===== src/hw/rtl/limit_order_book_matcher_unit_defines.svh =====
// Assertion macros for the order book matcher.
// Used by the top level only; no other dependencies.
`ifndef LIMIT_ORDER_BOOK_MATCHER_UNIT_DEFINES_SVH
`define LIMIT_ORDER_BOOK_MATCHER_UNIT_DEFINES_SVH
// Assert a property on clk with reset disabling.
`define LOBM_ASSERT(label, prop, msg) \
  label: assert property (@(posedge clk) disable iff (!rst_n) (prop)) else $error(msg);
// Assert a property on clk that also holds during reset.
`define LOBM_ASSERT_ALWAYS(label, prop, msg) \
  label: assert property (@(posedge clk) (prop)) else $error(msg);
`endif


===== src/hw/rtl/lobm_ram.sv =====
// Generic single-port-write, single-read RAM with registered read data.
// No dependencies.
module lobm_ram #(
  parameter int WIDTH = 8,
  parameter int DEPTH = 16
) (
  input  logic                     clk,
  input  logic                     we,
  input  logic [$clog2(DEPTH)-1:0] waddr,
  input  logic [WIDTH-1:0]         wdata,
  input  logic [$clog2(DEPTH)-1:0] raddr,
  output logic [WIDTH-1:0]         rdata
);
  logic [WIDTH-1:0] mem [DEPTH];

  always_ff @(posedge clk) begin
    if (we) begin
      mem[waddr] <= wdata;
    end
    rdata <= mem[raddr];
  end
endmodule


===== config.mk =====
export PLATFORM = sky130hd
export DESIGN_NAME = lobm_ram
export DESIGN_NICKNAME = d
export VERILOG_FILES = /design/src/hw/rtl/limit_order_book_matcher_unit_defines.svh /design/src/hw/rtl/lobm_ram.sv
export SDC_FILE = /design/constraint.sdc
export NUM_CORES = 1
export LEC_CHECK = 0
export BUFFER_PORTS_ARGS = -buffer_cell sky130_fd_sc_hd__buf_2
export CORE_MARGIN = 5
export CORE_UTILIZATION = 65
export CTS_CLUSTER_DIAMETER = 40
export DETAILED_ROUTE_END_ITERATION = 7
export GPL_TIMING_DRIVEN = 0
export PLACE_DENSITY = 0.84
export SLEW_MARGIN = 20
export SYNTH_ARGS = -nofsm -noshare
export SYNTH_HDL_FRONTEND = slang
export SYNTH_SLANG_ARGS = --single-unit

===== constraint.sdc =====
create_clock -name clk -period 5.25 [get_ports clk]
set_input_delay 1.05 -clock clk [delete_from_list [all_inputs] [get_ports clk]]
set_output_delay 1.05 -clock clk [all_outputs]
set_load 0.05 [all_outputs]

==> impl_metrics.toml <==
[place]
routabilityCongestion = 0.718
placed_cells = 355
placement.io_buffers = 24
hpwl_reported_at_the_end_of_detailed_placement_mm = 6.00
preCtsSetupSlack_ns = 2.52
detailed_place.area_mm2 = 0.00541

[synthesis]
synth-seq-cells = 136
synth_warnings = 0
synth_top_area_share_pct = 74.7
netlist_instances = 229
synth.top_cells.by_area = "sky130_fd_sc_hd__edfxtp_1 75%, sky130_fd_sc_hd__mux4_2 7.9%, sky130_fd_sc_hd__mux4_1 7.1%"
synthFlopType = "sky130_fd_sc_hd__edfxtp_1"
synth_async_sr_flop_share_pct = 0
synthesis.area_mm2 = 0.00515
synth_largest_area_cell = "sky130_fd_sc_hd__edfxtp_1"
synth.distinct_cells = 19
synth-edff-count = 128
postSynthAreaPerCell_um2 = 22.5
synth_nets = 247
seq_area_frac_synth_pct = 77.8

[sta]
finalClockSkew_ns = 0.00900
finalCritPeriodShare_pct = 41.4
worst_slew_margin_rel_pct = 46.4
timing.fmax_mhz = 460
setup-violations-final = 0
unrepaired_setup_endpoints_after_global_routing = "false"
final-max-slew-violation-count = 0
fin_crit_ns = 2.17
final_hold_slack_ns = 0.688
timing.final.hold_violations = 0
tightest_slew_ns = 0.801
fin_tns_setup_ns = 0
worst_slack_ns = 3.08

[detailed_routing]
drtIter0Drc = 275
top_signal_layer_used = "met4"
routed-wl-met3_um = 835
drt_drc_violations_left = 0
wire_per_inst_um = 26.3
wire_length_on_met2_mm = 4.85
postRouteAntennaNets = 0
routedLengthMet1_mm = 4.29
viasPerCell = 6.42
number_of_iterations_in_the_first_detailed_routing_pass = 5
vias = 2484
wirelength_mm = 10.2

[die]
placementRows = 32
floorplan.die.height_um = 99.0
floorplan.initialDensity_pct = 66.6
floorplan.core_area_mm2 = 0.00773
ios = 26
fp.dieArea_mm2 = 0.00980
die_w_um = 99.0

[setup_path]
critical_path.endpoint = "mem[2][6]$_DFFE_PP_"
timing.critical_path.required_ns = 5.39
timing.critical_path.to_type = "flop"
timing.critical_path.from = "waddr[2]"
setup.worst_path.start_class = "primary input"
crit_type = "in2reg"
regToRegEndpoint = "rdata[5]$_DFF_P_"
worst-r2r-cell-count = 3
critPathMaxFanout = 8
setup.reg_to_reg.worst_slack_ns = 3.81
worstReg2RegStart = "mem[9][5]$_DFFE_PP_"
cp_data_arrival_time_ns = 2.31

[finish]
drive_gt1_share_pct = 30.9
multi_input_comb_area_mm2 = 0.00108
finalNonFillerCells = 387
postLayoutCellArea_mm2 = 0.00601
areaGrowthSynthToFinish_pct = 16.7
insertedDiodeCount = 0
post-route-util_pct = 77.8
regArea_mm2 = 0.00400
fill_cells = 376
number_of_nets_in_the_layout = 290

[power]
power.density_mw_per_mm2 = 422
report.power.total_mw = 2.53
leakage_nw = 2.04
peakVddDrop_mv = 0.297

[global_routing]
grt_pass1_vias = 2560
grt_pass1_wl_mm = 15.7
grt_start_max_net_pins = 17
grt.total_usage_pct = 23.0
antenna_found_initial = 0
globalRoute.totalOverflow = 0

[outcome]
outcome = "complete, no violations"

[clock_tree]
cts_repair_resize_count = 0
cts.repair_timing.setup_buffer_count = 0
cts-buffers-inserted = 17
clock_insertion_delay_worst_skew_ns = 0.51
tritoncts = "built"
number_of_h_tree_levels = 4
post_cts_hold_buffer_count = 0
clock_sink_count = 136
max_buffers_root_to_sink = 2
cts.clk_slew.worst_paths_ns = 0.06
clockRootBuffer = "sky130_fd_sc_hd__clkbuf_8"

[run]
drv_cap = 0

[min_path]
path_class_of_the_lowest_slack_min_delay_path = "reg2reg"
==> layout make-up <==
class | instances | share of cell area (%)
Sequential cell | 136 | 66.6
Tap cell | 102 | 2.12
Clock buffer | 20 | 7.41
Buffer | 10 | 1.44
Multi-Input combinational cell | 83 | 17.9
Clock inverter | 12 | 2.48
Timing Repair Buffer | 24 | 2.00
==> critical path, stage by stage <==
cell and delay, ns:
sky130_fd_sc_hd__buf_2 0.11, sky130_fd_sc_hd__or3b_2 0.54, sky130_fd_sc_hd__nor2_1 0.61
==> where the power goes <==
part	switching (mW)	internal, mW
combinational	0.0930	0.0484
clock	0.425	0.747
sequential	0.00686	1.21
total	0.524	2.01
==> registers in the layout, indices dropped and copies added (netlist names) <==
name	cells
rdata	8
mem	128
==> Yosys cell counts (2+ instances only) <==
| cell | number |
|---|---|
| sky130_fd_sc_hd__buf_6 | 3 |
| sky130_fd_sc_hd__nor3_1 | 4 |
| sky130_fd_sc_hd__edfxtp_1 | 128 |
| sky130_fd_sc_hd__dfxtp_1 | 8 |
| sky130_fd_sc_hd__nand3b_1 | 2 |
| sky130_fd_sc_hd__mux4_1 | 14 |
| sky130_fd_sc_hd__buf_2 | 3 |
| sky130_fd_sc_hd__nand2_1 | 9 |
| sky130_fd_sc_hd__nand2b_1 | 2 |
| sky130_fd_sc_hd__mux4_2 | 18 |
| sky130_fd_sc_hd__a22oi_1 | 16 |
| sky130_fd_sc_hd__nor2_1 | 13 |
| sky130_fd_sc_hd__clkdlybuf4s25_2 | 3 |
==> worst min path at each step <==
stage | endpoint | slack (ns) | depth (start not counted) | startpoint
detailed placement | rdata[2]$_DFF_P_ | 0.67 | 3 | mem[8][2]$_DFFE_PP_
global placement | rdata[2]$_DFF_P_ | 0.66 | 3 | mem[11][2]$_DFFE_PP_
floorplan | rdata[0]$_DFF_P_ | 0.63 | 3 | mem[7][0]$_DFFE_PP_
finish | rdata[2]$_DFF_P_ | 0.69 | 3 | mem[8][2]$_DFFE_PP_
global route | rdata[2]$_DFF_P_ | 0.72 | 3 | mem[8][2]$_DFFE_PP_
CTS | rdata[2]$_DFF_P_ | 0.69 | 3 | mem[8][2]$_DFFE_PP_
==> per-layer routing <==
metal  GRT usage [%]  up-vias
li1                -     1058
met1            33.6     1273
met2            34.0      134
met3            6.79       19
met4            7.56        0
met5               0        -
==> cell families after synthesis <==
logic type             synth area share [%]
muxes                                  15.0
and+or+nand+nor                        3.18
buffers and inverters                  1.68
AOI/OAI and AO/OA                      2.33
DFF                                    77.8
==> cell usage in the layout, fill, tap and decap left out, drive strengths merged, types with 4 or more instances in the layout <==
cell      n
a22oi    16
clkbuf   20
nand2     9
nor2     13
nor3      4
mux4     32
edfxtp  128
dfxtp     8
buf      31
clkinv    7
No activity file was read; power rests on OpenSTA's default activity.
